==> config.mk <==
export PLATFORM = sky130hd
export DESIGN_NAME = tst_ctrl
export DESIGN_NICKNAME = d
export VERILOG_FILES = /design/src/hdl/task_state_table_unit_macros.svh /design/src/hdl/tst_pkg.sv /design/src/hdl/tst_ctrl.sv
export SDC_FILE = /design/constraint.sdc
export NUM_CORES = 1
export LEC_CHECK = 0
export BUFFER_PORTS_ARGS = -buffer_cell sky130_fd_sc_hd__buf_2
export CELL_PAD_IN_SITES_DETAIL_PLACEMENT = 1
export CELL_PAD_IN_SITES_GLOBAL_PLACEMENT = 1
export CORE_AREA = 3 3 40 42
export DETAILED_ROUTE_END_ITERATION = 10
export DIE_AREA = 0 0 43 45
export PLACE_DENSITY = 0.74
export SLEW_MARGIN = 20
export SYNTH_ARGS = -nofsm -noshare
export SYNTH_HDL_FRONTEND = slang
export SYNTH_SLANG_ARGS = --single-unit
==> constraint.sdc <==
create_clock -name clock -period 1.3 [get_ports clock]
set_input_delay 0.065 -clock clock [delete_from_list [all_inputs] [get_ports clock]]
set_output_delay 0.065 -clock clock [all_outputs]
set_load 0.01 [all_outputs]
==> src/hdl/task_state_table_unit_macros.svh <==
// Assertion macros shared by the task state table unit.
`ifndef TASK_STATE_TABLE_UNIT_MACROS_SVH
`define TASK_STATE_TABLE_UNIT_MACROS_SVH

// Clocked check that is switched off while reset is high.
`define TST_ASSERT(lbl, prop, msg) \
   lbl: assert property (@(posedge clock) disable iff (reset) prop) else $error(msg);

// Clocked check that also holds during reset.
`define TST_ASSERT_ALWAYS(lbl, prop, msg) \
   lbl: assert property (@(posedge clock) prop) else $error(msg);

`endif

==> src/hdl/tst_pkg.sv <==
package tst_pkg;

   typedef enum logic [3:0] {
      OP_CREATE      = 4'd0,
      OP_LOAD        = 4'd1,
      OP_FORK        = 4'd2,
      OP_FREE        = 4'd3,
      OP_EXIT        = 4'd4,
      OP_WAIT        = 4'd5,
      OP_WAKE        = 4'd6,
      OP_BLOCK       = 4'd7,
      OP_UNBLOCK     = 4'd8,
      OP_SLEEP       = 4'd9,
      OP_SLEEP_CHECK = 4'd10,
      OP_QUERY       = 4'd11
   } op_type;

   typedef enum logic [2:0] {
      ST_UNUSED     = 3'd0,
      ST_CREATED    = 3'd1,
      ST_READY      = 3'd2,
      ST_WAIT       = 3'd3,
      ST_BLOCK      = 3'd4,
      ST_SLEEPING   = 3'd5,
      ST_TERMINATED = 3'd6
   } stat_type;

   typedef enum logic [2:0] {
      FSM_IDLE,
      FSM_FETCH,
      FSM_DISPATCH,
      FSM_FIND,
      FSM_CASCADE,
      FSM_WAKE,
      FSM_UNBLOCK,
      FSM_DONE
   } fsm_type;

   typedef enum logic [2:0] {
      CMD_NONE,
      CMD_CAPTURE,
      CMD_DISPATCH,
      CMD_FIND,
      CMD_CASCADE,
      CMD_WAKE,
      CMD_UNBLOCK,
      CMD_RESPOND
   } cmd_type;

   typedef struct packed {
      cmd_type cmd;
   } ctrl_cmd_type;

   typedef struct packed {
      logic go_find;
      logic go_cascade;
      logic go_unblock;
      logic found;
      logic scan_last;
      logic changed;
      logic unblk_last;
      logic out_free;
   } dp_status_type;

endpackage

==> src/hdl/tst_ctrl.sv <==
module tst_ctrl (
   input  logic                  clock,
   input  logic                  reset,
   input  logic                  req_valid,
   output logic                  req_ready,
   input  tst_pkg::dp_status_type dp_st,
   output tst_pkg::ctrl_cmd_type  ctl
);
   import tst_pkg::*;

   fsm_type state_ff, state_in;

   always_ff @(posedge clock) begin
      if (reset) begin
         state_ff <= FSM_IDLE;
      end else begin
         state_ff <= state_in;
      end
   end

   always_comb begin
      state_in  = state_ff;
      ctl.cmd   = CMD_NONE;
      req_ready = 1'b0;
      unique case (state_ff)
         FSM_IDLE: begin
            req_ready = 1'b1;
            if (req_valid) begin
               ctl.cmd  = CMD_CAPTURE;
               state_in = FSM_FETCH;
            end
         end
         FSM_FETCH: begin
            state_in = FSM_DISPATCH;
         end
         FSM_DISPATCH: begin
            ctl.cmd = CMD_DISPATCH;
            if (dp_st.go_find) begin
               state_in = FSM_FIND;
            end else if (dp_st.go_cascade) begin
               state_in = FSM_CASCADE;
            end else if (dp_st.go_unblock) begin
               state_in = FSM_UNBLOCK;
            end else begin
               state_in = FSM_DONE;
            end
         end
         FSM_FIND: begin
            ctl.cmd = CMD_FIND;
            if (dp_st.found || dp_st.scan_last) begin
               state_in = FSM_DONE;
            end
         end
         FSM_CASCADE: begin
            ctl.cmd = CMD_CASCADE;
            if (dp_st.scan_last && !dp_st.changed) begin
               state_in = FSM_WAKE;
            end
         end
         FSM_WAKE: begin
            ctl.cmd = CMD_WAKE;
            if (dp_st.scan_last) begin
               state_in = FSM_DONE;
            end
         end
         FSM_UNBLOCK: begin
            ctl.cmd = CMD_UNBLOCK;
            if (dp_st.unblk_last) begin
               state_in = FSM_DONE;
            end
         end
         FSM_DONE: begin
            if (dp_st.out_free) begin
               ctl.cmd  = CMD_RESPOND;
               state_in = FSM_IDLE;
            end
         end
         default: begin
            state_in = FSM_IDLE;
         end
      endcase
   end

endmodule

=== Word level (Yosys, flattened, before mapping) ===
Cells that the tools add are included.
Widths: inputs -> output; s select.

* Register bits after elaboration: 3
* Output and inout port bits: 4
* Word-level logic and storage cells: 33

* Eq/ne operators: 13
* Reduce and logical (&&, ||, !) cells: 5
* Multiplexer cells: 14

{| class="wikitable"
|+ Operator list
! cell !! number
|-
| $mux 3 || 8
|-
| $pmux 3 s8 || 1
|-
| $pmux 3 s7 || 1
|-
| $eq 3x3->1 const B || 4
|-
| $ne 2x2->1 const B || 6
|-
| $eq 3x2->1 const B || 2
|-
| $reduce_and 6->1 || 1
|-
| $eq 3x1->1 const B || 1
|-
| $logic_not 3->1 || 1
|-
| $mux 1 || 3
|-
| $mux 2 || 1
|-
| $logic_and 1x1->1 || 1
|-
| $logic_not 1->1 || 1
|-
| $logic_or 1x1->1 || 1
|}

=== Logic depth before layout (Yosys ltp) ===
Gate-level depths: netlist of run 1.

* Depth after elaboration: 4
* Depth in mapped cells: 5
* Gate-level depth less buffers: 4

=== Least setup slack after synthesis of run 1 ===
No wires, ideal clock.

* Path type: register to register
* Start point: reg state_ff[2]
* End point: reg state_ff[1]
* Library setup time: 0.121 ns
* Setup slack: 0.009 ns
* Period minus slack after synthesis: 1.291 ns
* Cell stages (with the launch flop): 6
* Data arrival time: 1.170 ns
* Path through: dfxtp_1 -> buf_6 -> nor3_1 -> o21ai_4 -> o221ai_2 -> mux2_4

* Cells in the longest elaborated chain, start to end: 3
* Elaborated cells between the ends (all ways): 16
* Those cells by class: eq/ne: 13; mux: 1; reduce/logical: 2

{| class="wikitable"
|+ Ends and longest elaborated chain
! item !! line !! RTL
|-
| start: declaration || tst_ctrl.sv:11 || <nowiki>fsm_type state_ff, state_in;</nowiki>
|-
| start signal: assignment || tst_ctrl.sv:17 || <nowiki>state_ff <= state_in;</nowiki>
|-
| $eq 3x3->1 (tied with other cells) || tst_ctrl.sv:25 || <nowiki>unique case (state_ff)</nowiki>
|-
| $ne 2x2->1 (no source line) || - ||
|-
| $reduce_and 6->1 (no source line) || - ||
|}

Parallel ways exist; a longest one is shown, timed or not.
A chain may end at the register's enable or synchronous reset.

=== Worst setup path after layout of run 1 ===
Same ends and word-level chain as after synthesis.

==> results of run 1 <==
[per-layer routing]
metal | wire (um) | global-route usage [%]
met2 | 783 | 27.2
met5 | 0 | 0
met1 | 618 | 17.7
met3 | 69 | 2.79
met4 | 37 | 9.64
[how the worst max path moves through the flow]
stage / from / endpoint / slack [ns] / depth (start not counted)
after floorplan: state_ff[2] / state_ff[1] / 0.009 / 5
after global placement: state_ff[1] / state_ff[1] / -0.18 / 4
after detailed placement: state_ff[1] / state_ff[1] / -0.25 / 4
after CTS: state_ff[2] / state_ff[1] / -0.05 / 4
after global routing: state_ff[0] / state_ff[1] / -0.11 / 4
final: state_ff[2] / state_ff[1] / -0.04 / 4
[power breakdown]
part	leakage [nW]	switching (mW)	internal [mW]
Combinational	0.239	0.332	0.377
Clock	0.0150	0.0630	0.116
Sequential	0.0261	0.0480	0.125
[layout make-up]
cell class	count	share of cell area, %
multi-input combinational	34	47.1
timing repair buffer	31	32.5
sequential	3	10.7
clock buffer	4	4.16
tap	15	2.97
inverter	3	2.57
[synthesized netlist by cell type, drive strengths merged, types with 2 or more instances]
cell | number | area [sq um]
a21oi | 4 | 20.0
nand2b | 4 | 25.0
buf | 3 | 23.8
dfxtp | 3 | 60.1
inv | 3 | 11.3
nand2 | 3 | 11.3
a21boi | 2 | 15.0
nor2b | 2 | 12.5
nor3 | 2 | 10.0
o211ai | 2 | 15.0
o21ai | 2 | 21.3
[kinds of logic (layout without fill, tap and decap cells)]
logic type	count (synthesis)	in the layout
AO/OA/AOI/OAI	17	17
buffers and inverters	6	38
flip-flops	3	3
multiplexers	1	1
AND/OR/NAND/NOR	16	16
[stage by stage]
step / instances / util (%) / power (mW) / instance area (sq um)
after floorplan: 43 / - / 0.472 / 344
after global placement: 79 / 37.7 / 0.654 / 484
after detailed placement: 79 / 37.7 / 0.673 / 484
after CTS: 88 / 45.3 / 0.950 / 582
after global routing: 90 / 49.2 / 1.13 / 632
final: 90 / 49.2 / 1.06 / 632
[critical path, cell delays in order, from the launching register on]
cell and delay (ns):
dfxtp_4 0.36, nand2b_4 0.15, o21a_1 0.21, o221ai_2 0.20
mux2_4 0.31
[repair_timing]
item                                    in CTS  in global routing
buffers inserted                             5                  2
endpoints found under the setup margin       4                  5
gates resized for setup                     13                  8
pin swaps                                    3                  5
==> out/qor.yml, run 1 <==
sta:
  rsz0062_at_grt: "true"
  hold_viol_final: 0
  worst_pin_slew_ns: 0.329
  clock.fmax_mhz: 746
  fin_tns_setup_ns: -0.104
  drv_slew: 0
  worst_hold_slack_ns: 0.0564
  fin_crit_sh_pct: 103
  setup_ws_ns: -0.0414
  fin_skew_ns: 0.00272
  setup_viol: 3
  relSlewSlack_pct: 77.9
  finalCriticalPeriod_ns: 1.34
worst_setup_path:
  critPathMaxFanout: 6
  ff2ff_path_depth: 4
  critPathKind: "reg -> reg"
  r2r-end: "state_ff[1]"
  crit_arrival_ns: 1.47
  required_ns: 1.43
  worstReg2RegStart: "state_ff[2]"
  crit_path_end_kind: "flip-flop"
  start_kind: "flip-flop"
  r2r_slack_ns: -0.04
power_and_ir_drop:
  total_leakage_power_nw: 0.280
  irDropWorstVdd_mv: 0.492
  powerDensity_nw_per_um2: 1680
synthesis:
  yosys_warnings: 0
  synth_cell_types: 28
  synth_compound_area_share_pct: 40.0
  synth_simple_gate_area_share_pct: 28.0
  synth_seq_cells: 3
  synth_top_family_by_area: "compound AO/OA/AOI/OAI gates"
  avgSynthCellArea_sq_um: 8.00
  yosysSeqAreaShare_pct: 17.5
  synth_adder_area_share_pct: 0
  syn_area_sq_um: 344
  synth-xor-area-share_pct: 0
  synthFlopType: "dfxtp_1"
  synth_cells: 43
  synth.area.mux_share_pct: 4.36
  synth_edf_count: 0
  async_flop_share_pct: 0
  synth_nets: 54
die:
  core_area_sq_um: 1280
  die-area_sq_um: 1940
  ioPinCount: 15
  die_w_um: 43
  die_y_um: 45
  rows: 13
  initial_core_util_pct: 26.8
clocking:
  cts_made_buffers: 3
  cts.sinks: 3
  clk_latency_ns: 0.24
  postCtsHoldBufs: 0
  cts_buffer_depth: 2
  cts_tree: "done"
  cts.clk_slew.worst_paths_ns: 0.04
  htreeDepth: 1
  clock-root-buffer: "clkbuf_4"
drt:
  wl_mm: 1.51
  postRouteAntennaNets: 0
  routed-via-count: 457
  drt_first_pass_iters: 4
  viasPerCell: 5.08
  drtIter0Drc: 2
  wl_per_cell_um: 16.8
  drc_errors: 0
layout:
  final_cell_mix: "buf_4, buf_2, a21oi_1"
  multiInputGateArea_sq_um: 298
  regArea_sq_um: 67.6
  top_register: "state_ff"
  reg.largest.list: "state_ff: 3 flops"
  num-fill-cells: 166
  syn_to_final_growth_pct: 83.6
  layout_commonest_cell: "buf_4"
  fin_nets: 87
  drive_above_1_share_pct: 66.7
  largest_reg_flops: 3
  diodes: 0
status:
  violations: "setup timing"
  status: "complete, but fails checks"
min_path:
  whs_endpoint: "state_ff[0]"
  min_from: "reset"
  hold_path_depth: 2
  hold_path.class: "in -> reg"
grt:
  grt_start_max_net_pins: 10
  grt.total_usage_pct: 15.6
  grt_antenna_before_repair: 0
  grt_overflow: 0
  grt_pass1_wl_mm: 2.26
  grt_pass1_vias: 492
placement:
  pre_cts_slack_ns: -0.254
  dpl.hpwl_um: 880
  io_buffers: 14
  gp_congestion: 0.748
flow_run:
  drv_cap: 0
(Power assumes the default switching activity.)
==> run 2: changes to the inputs <==
REMOVE_ABC_BUFFERS = 1   (was unset)
==> run 2 against run 1 <==
- the flow still finishes with violations (setup timing)
- utilization fell by 5.1 points
- hold slack got worse by 0.010 ns
- total power fell by 11%
- die area did not move
- flip-flop and latch count did not move
- cell area fell by 10%
- global-route usage fell by 1.3 points
- register-to-register slack barely moved
- via count fell by 4.6%
==> out/qor.yml, run 2 (synthesis results as in run 1) <==
grt:
  grt.total_usage_pct: 14.3
  grt_start_max_net_pins: 11
  grt_antenna_before_repair: 0
  grt_pass1_wl_mm: 2.07
  grt_pass1_vias: 444
  grt_overflow: 0
drt:
  viasPerCell: 5.13
  wl_mm: 1.32
  routed-via-count: 436
  routed.top_layer: "met3"
  drt-met1-wl_um: 540
  wl_met3_um: 57
  postRouteAntennaNets: 0
  wl_met2_um: 717
  drt_first_pass_iters: 4
  drc_errors: 0
  drtIter0Drc: 3
  wl_per_cell_um: 15.5
worst_setup_path:
  r2r_slack_ns: -0.03
  ff2ff_path_depth: 4
  r2r-end: "state_ff[1]"
  crit_arrival_ns: 1.27
  required_ns: 1.24
  critPathMaxFanout: 8
  start_kind: "flip-flop"
  crit_path_end_kind: "primary output"
  worstReg2RegStart: "state_ff[2]"
  critPathKind: "reg -> out"
min_path:
  min_from: "reset"
  hold_path_depth: 2
  whs_endpoint: "state_ff[0]"
  hold_path.class: "in -> reg"
placement:
  dpl.hpwl_um: 955
  post_dp_cell_area_sq_um: 484
  io_buffers: 14
  gp_congestion: 0.756
sta:
  fin_tns_setup_ns: -0.0675
  fin_skew_ns: 0.000923
  finalCriticalPeriod_ns: 1.34
  drv_slew: 0
  worst_pin_slew_ns: 0.348
  rsz0062_at_grt: "true"
  setup_viol: 2
  setup_ws_ns: -0.0370
  hold_viol_final: 0
  relSlewSlack_pct: 76.5
  fin_crit_sh_pct: 103
  clock.fmax_mhz: 748
die:
  rows: 13
  die_y_um: 45
  die-area_sq_um: 1940
  core_area_sq_um: 1280
  initial_core_util_pct: 26.8
  ioPinCount: 15
  die_w_um: 43
clocking:
  cts_made_buffers: 3
  clk_latency_ns: 0.23
  cts_buffer_depth: 2
  cts.clk_slew.worst_paths_ns: 0.04
  cts_tree: "done"
  cts.sinks: 3
  htreeDepth: 1
  clock-root-buffer: "clkbuf_4"
  postCtsHoldBufs: 0
layout:
  num-fill-cells: 166
  top_register: "state_ff"
  layout_commonest_cell: "buf_2"
  post-route-util_pct: 44.1
  reg.largest.list: "state_ff: 3 flops"
  final_cell_mix: "buf_2, buf_4, a21oi_1"
  fin_nets: 82
  largest_reg_flops: 3
  diodes: 0
  drive_above_1_share_pct: 61.4
  syn_to_final_growth_pct: 64.7
  fin_area_sq_um: 567
status:
  status: "complete, but fails checks"
  violations: "setup timing"
power_and_ir_drop:
  irDropWorstVdd_mv: 0.490
  powerDensity_nw_per_um2: 1660
  total_leakage_power_nw: 0.252
flow_run:
  drv_cap: 0
[run 2: what timing repair did]
item / in CTS / in global routing
setup endpoints to repair: 6 / 5
buffers inserted: 1 / 1
pin swaps: 2 / 1
gates resized for setup: 10 / 3
[run 2: power by group]
group	switching [mW]	total (mW)	leakage [nW]	internal, mW
registers	0.0565	0.184	0.0264	0.128
clock network	0.0512	0.166	0.0150	0.115
logic	0.278	0.590	0.211	0.313
[run 2: metal layers]
layer  global-route usage (%)  vias up
li1                         -      216
met5                        0        -
met1                     16.5      207
met3                     2.39        0
met4                     3.61        0
met2                     27.2       13
[run 2: critical path: stages, from the launching register on]
cell and delay (ns):
dfxtp_4 0.39, buf_6 0.11, inv_2 0.05, o21ai_2 0.11, nand2_1 0.06, a22o_1 0.17
buf_2 0.13
[run 2: cell type report]
class,count,area (sq um),area share (%)
multi-input cells,34,278,49.0
repair buffers,26,164,28.9
flip-flops and latches,3,68.8,12.1
clock buffers,4,26.3,4.64
well taps,15,18.8,3.31
inverters,3,11.3,1.99
[run 2: how the worst max path moves through the flow]
stage                start           to  slack (ns)  depth (start not counted)
6_report       state_ff[2]       ctl[0]       -0.04                          6
4_1_cts        state_ff[2]  state_ff[1]       -0.06                          4
5_1_grt        state_ff[2]       ctl[0]       -0.11                          6
2_1_floorplan  state_ff[0]  state_ff[1]       -0.14                          4
3_5_place_dp   state_ff[1]  state_ff[1]       -0.14                          4
3_3_place_gp   state_ff[1]  state_ff[1]       -0.06                          4
[run 2: metrics by stage]
step | cells | hold slack (ns) | worst slack (ns) | power (mW)
3_3_place_gp | 79 | 0.286 | -0.0582 | 0.653
4_1_cts | 84 | 0.0459 | -0.0588 | 0.902
5_1_grt | 85 | 0.0514 | -0.114 | 1.01
2_1_floorplan | 40 | 0.134 | -0.143 | 0.439
6_report | 85 | 0.0464 | -0.0370 | 0.941
3_5_place_dp | 79 | 0.291 | -0.142 | 0.679
==> run 3: changes to the inputs <==
ABC_AREA = 1   (was unset)
CORE_AREA = 2 2 41 43   (was 3 3 40 42)
PLACE_DENSITY = 0.72   (was 0.74)
==> run 3 against run 2 <==
- the flow now finishes without violations
- via count up 1.6%
- hold slack improved by 0.039 ns
- critical path depth grew 1
- flip-flop and latch count stayed put
- critical endpoint unchanged
==> out/qor.yml, run 3 <==
status:
  status: "finished clean"
synthesis:
  avgSynthCellArea_sq_um: 5.98
  async_flop_share_pct: 0
  synth_top_cell_area_share_pct: 17.3
  yosys-top-cells-area: "dfxtp_1, nand2_1, nor2_1, a21oi_1, nand3_1"
  synth.area.mux_share_pct: 0
  synth_top_family_by_area: "simple AND/OR/NAND/NOR gates"
  synth_cells: 58
  synth_top_cell_by_area: "dfxtp_1"
  synth_cell_types: 18
  synth_simple_gate_area_share_pct: 54.9
  syn_area_sq_um: 347
  synth-xor-area-share_pct: 0
  synth_adder_area_share_pct: 0
  synth_seq_cells: 3
  synthFlopType: "dfxtp_1"
  synth_edf_count: 0
  synthTopCellsByCount: "nand2_1, nor2_1, inv_1"
  yosysSeqAreaShare_pct: 17.3
  synth_compound_area_share_pct: 13.4
  yosys_warnings: 0
layout:
  num-fill-cells: 209
  diodes: 0
  fin_nets: 89
  syn_to_final_growth_pct: 48.4
  drive_above_1_share_pct: 44.2
  multiInputGateArea_sq_um: 269
  reg.largest.list: "state_ff: 3 flops"
  regArea_sq_um: 71.3
  top_register: "state_ff"
  layout_commonest_cell: "buf_2"
  largest_reg_flops: 3
  post-route-util_pct: 34.9
  final_cell_mix: "buf_2, nor2_1, nand2_1"
power_and_ir_drop:
  total_switching_power_mw: 0.559
  powerDensity_nw_per_um2: 2190
  seq_power_share_pct: 23.5
  total_leakage_power_nw: 0.290
  p_sw_share_pct: 49.6
  irDropWorstVdd_mv: 0.804
  p_clk_share_pct: 14.5
  comb_power_share_pct: 62.0
  cellInternalPower_mw: 0.568
worst_setup_path:
  start_kind: "flip-flop"
  cp_common_cell: "nand2_4"
  critPathLaunch: "state_ff[0]"
  crit_arrival_ns: 1.17
  required_ns: 1.24
  r2r_slack_ns: 0.13
  critPathMaxFanout: 8
  slowest_delay_ns: 0.38
  worstReg2RegStart: "state_ff[1]"
  cp_slowest_cell: "dfxtp_4"
  crit_path_end_kind: "primary output"
  cp_cell_sequence: "nand2_4 > clkinv_4 > nand2_4 > nand2_4 > a21oi_2 > nand2_1 > buf_2"
  critPathKind: "reg -> out"
clocking:
  cts_tree: "done"
  cts.clk_slew.worst_paths_ns: 0.04
  cts_made_buffers: 3
  cts.sinks: 3
  clock-root-buffer: "clkbuf_4"
  htreeDepth: 1
  clk_latency_ns: 0.23
  cts_buffer_depth: 2
sta:
  relSlewSlack_pct: 87.6
  worst_pin_slew_ns: 0.185
  drv_slew: 0
  clock.fmax_mhz: 807
  worst_hold_slack_ns: 0.0850
  hold_viol_final: 0
  finalCriticalPeriod_ns: 1.24
  setup_viol: 0
  setup_ws_ns: 0.0616
  fin_skew_ns: 0.00291
  fin_crit_sh_pct: 95.3
drt:
  wl_per_cell_um: 12.6
  drt_first_pass_iters: 4
  drc_errors: 0
  wl_mm: 1.17
  routed-via-count: 443
  viasPerCell: 4.76
  postRouteAntennaNets: 0
  drtIter0Drc: 8
die:
  core_area_sq_um: 1470
  die-area_sq_um: 1940
  rows: 14
  ioPinCount: 15
  die_y_um: 45
  die_w_um: 43
  initial_core_util_pct: 23.6
grt:
  grt_start_max_net_pins: 9
  grt.total_usage_pct: 12.8
  grt_overflow: 0
  grt_antenna_before_repair: 0
  grt_pass1_wl_mm: 1.77
  grt_pass1_vias: 432
placement:
  gp_congestion: 0.807
  pre_cts_slack_ns: 0.00576
  dpl.hpwl_um: 819
  io_buffers: 14
flow_run:
  drv_cap: 0
min_path:
  min_from: "reset"
  hold_path.class: "in -> reg"
## run 3: cell families (layout without fill, tap and decap cells)
family | after synthesis | after routing
and+or+nand+nor | 36 | 36
buffers and inverters | 10 | 29
AOI/OAI and AO/OA | 9 | 9
DFF | 3 | 3
## run 3: final cells by class
class,count,share of cell area [%]
repair buffers,17,18.0
flip-flops and latches,3,13.9
inverters,8,6.81
multi-input cells,45,52.3
well taps,16,3.89
clock buffers,4,5.11
## run 3: final timing paths
kind                  to  cells after the start
max               ctl[0]                      7
min reg2reg  state_ff[0]                      2
max reg2reg  state_ff[0]                      6
min          state_ff[1]                      4
## run 3: timing repair
action | CTS | global route
setup endpoints to repair | 2 | 1
pin swaps | 0 | 0
gates resized for setup | 8 | 7
hold buffers | 0 | 0
setup buffers | 0 | 1
## run 3: critical path, delay by kind of cell, from the launching register on
kind	cells	cell delay (ns)
and+or+nand+nor	4	0.27
AOI/OAI and AO/OA	1	0.09
DFF	1	0.38
buffers and inverters	2	0.20
## run 3: power groups by stage
stage	clock network [mW]	registers [mW]	logic (mW)
6_report	0.164	0.265	0.699
5_1_grt	0.184	0.270	0.783
4_1_cts	0.172	0.242	0.617
3_5_place_dp	0	0.220	0.594
3_3_place_gp	0	0.215	0.596
2_1_floorplan	0	0.205	0.400
## run 3: per-stage QoR
step	setup TNS [ns]	cells	cell area, sq um	total power, mW
2_1_floorplan	0	56	328	0.605
4_1_cts	0	92	479	1.03
6_report	0	93	514	1.13
5_1_grt	-0.00447	93	514	1.24
3_5_place_dp	0	88	433	0.814
3_3_place_gp	0	88	433	0.811
## run 3: routing by layer
metal / vias to the layer above / part of all wire (%) / GRT usage (%)
li1: 227 / - / -
met1: 204 / 41 / 13.9
met2: 10 / 54 / 23.0
met3: 2 / 3.4 / 2.80
met4: 0 / 1.3 / 7.27
met5: - / 0 / 0
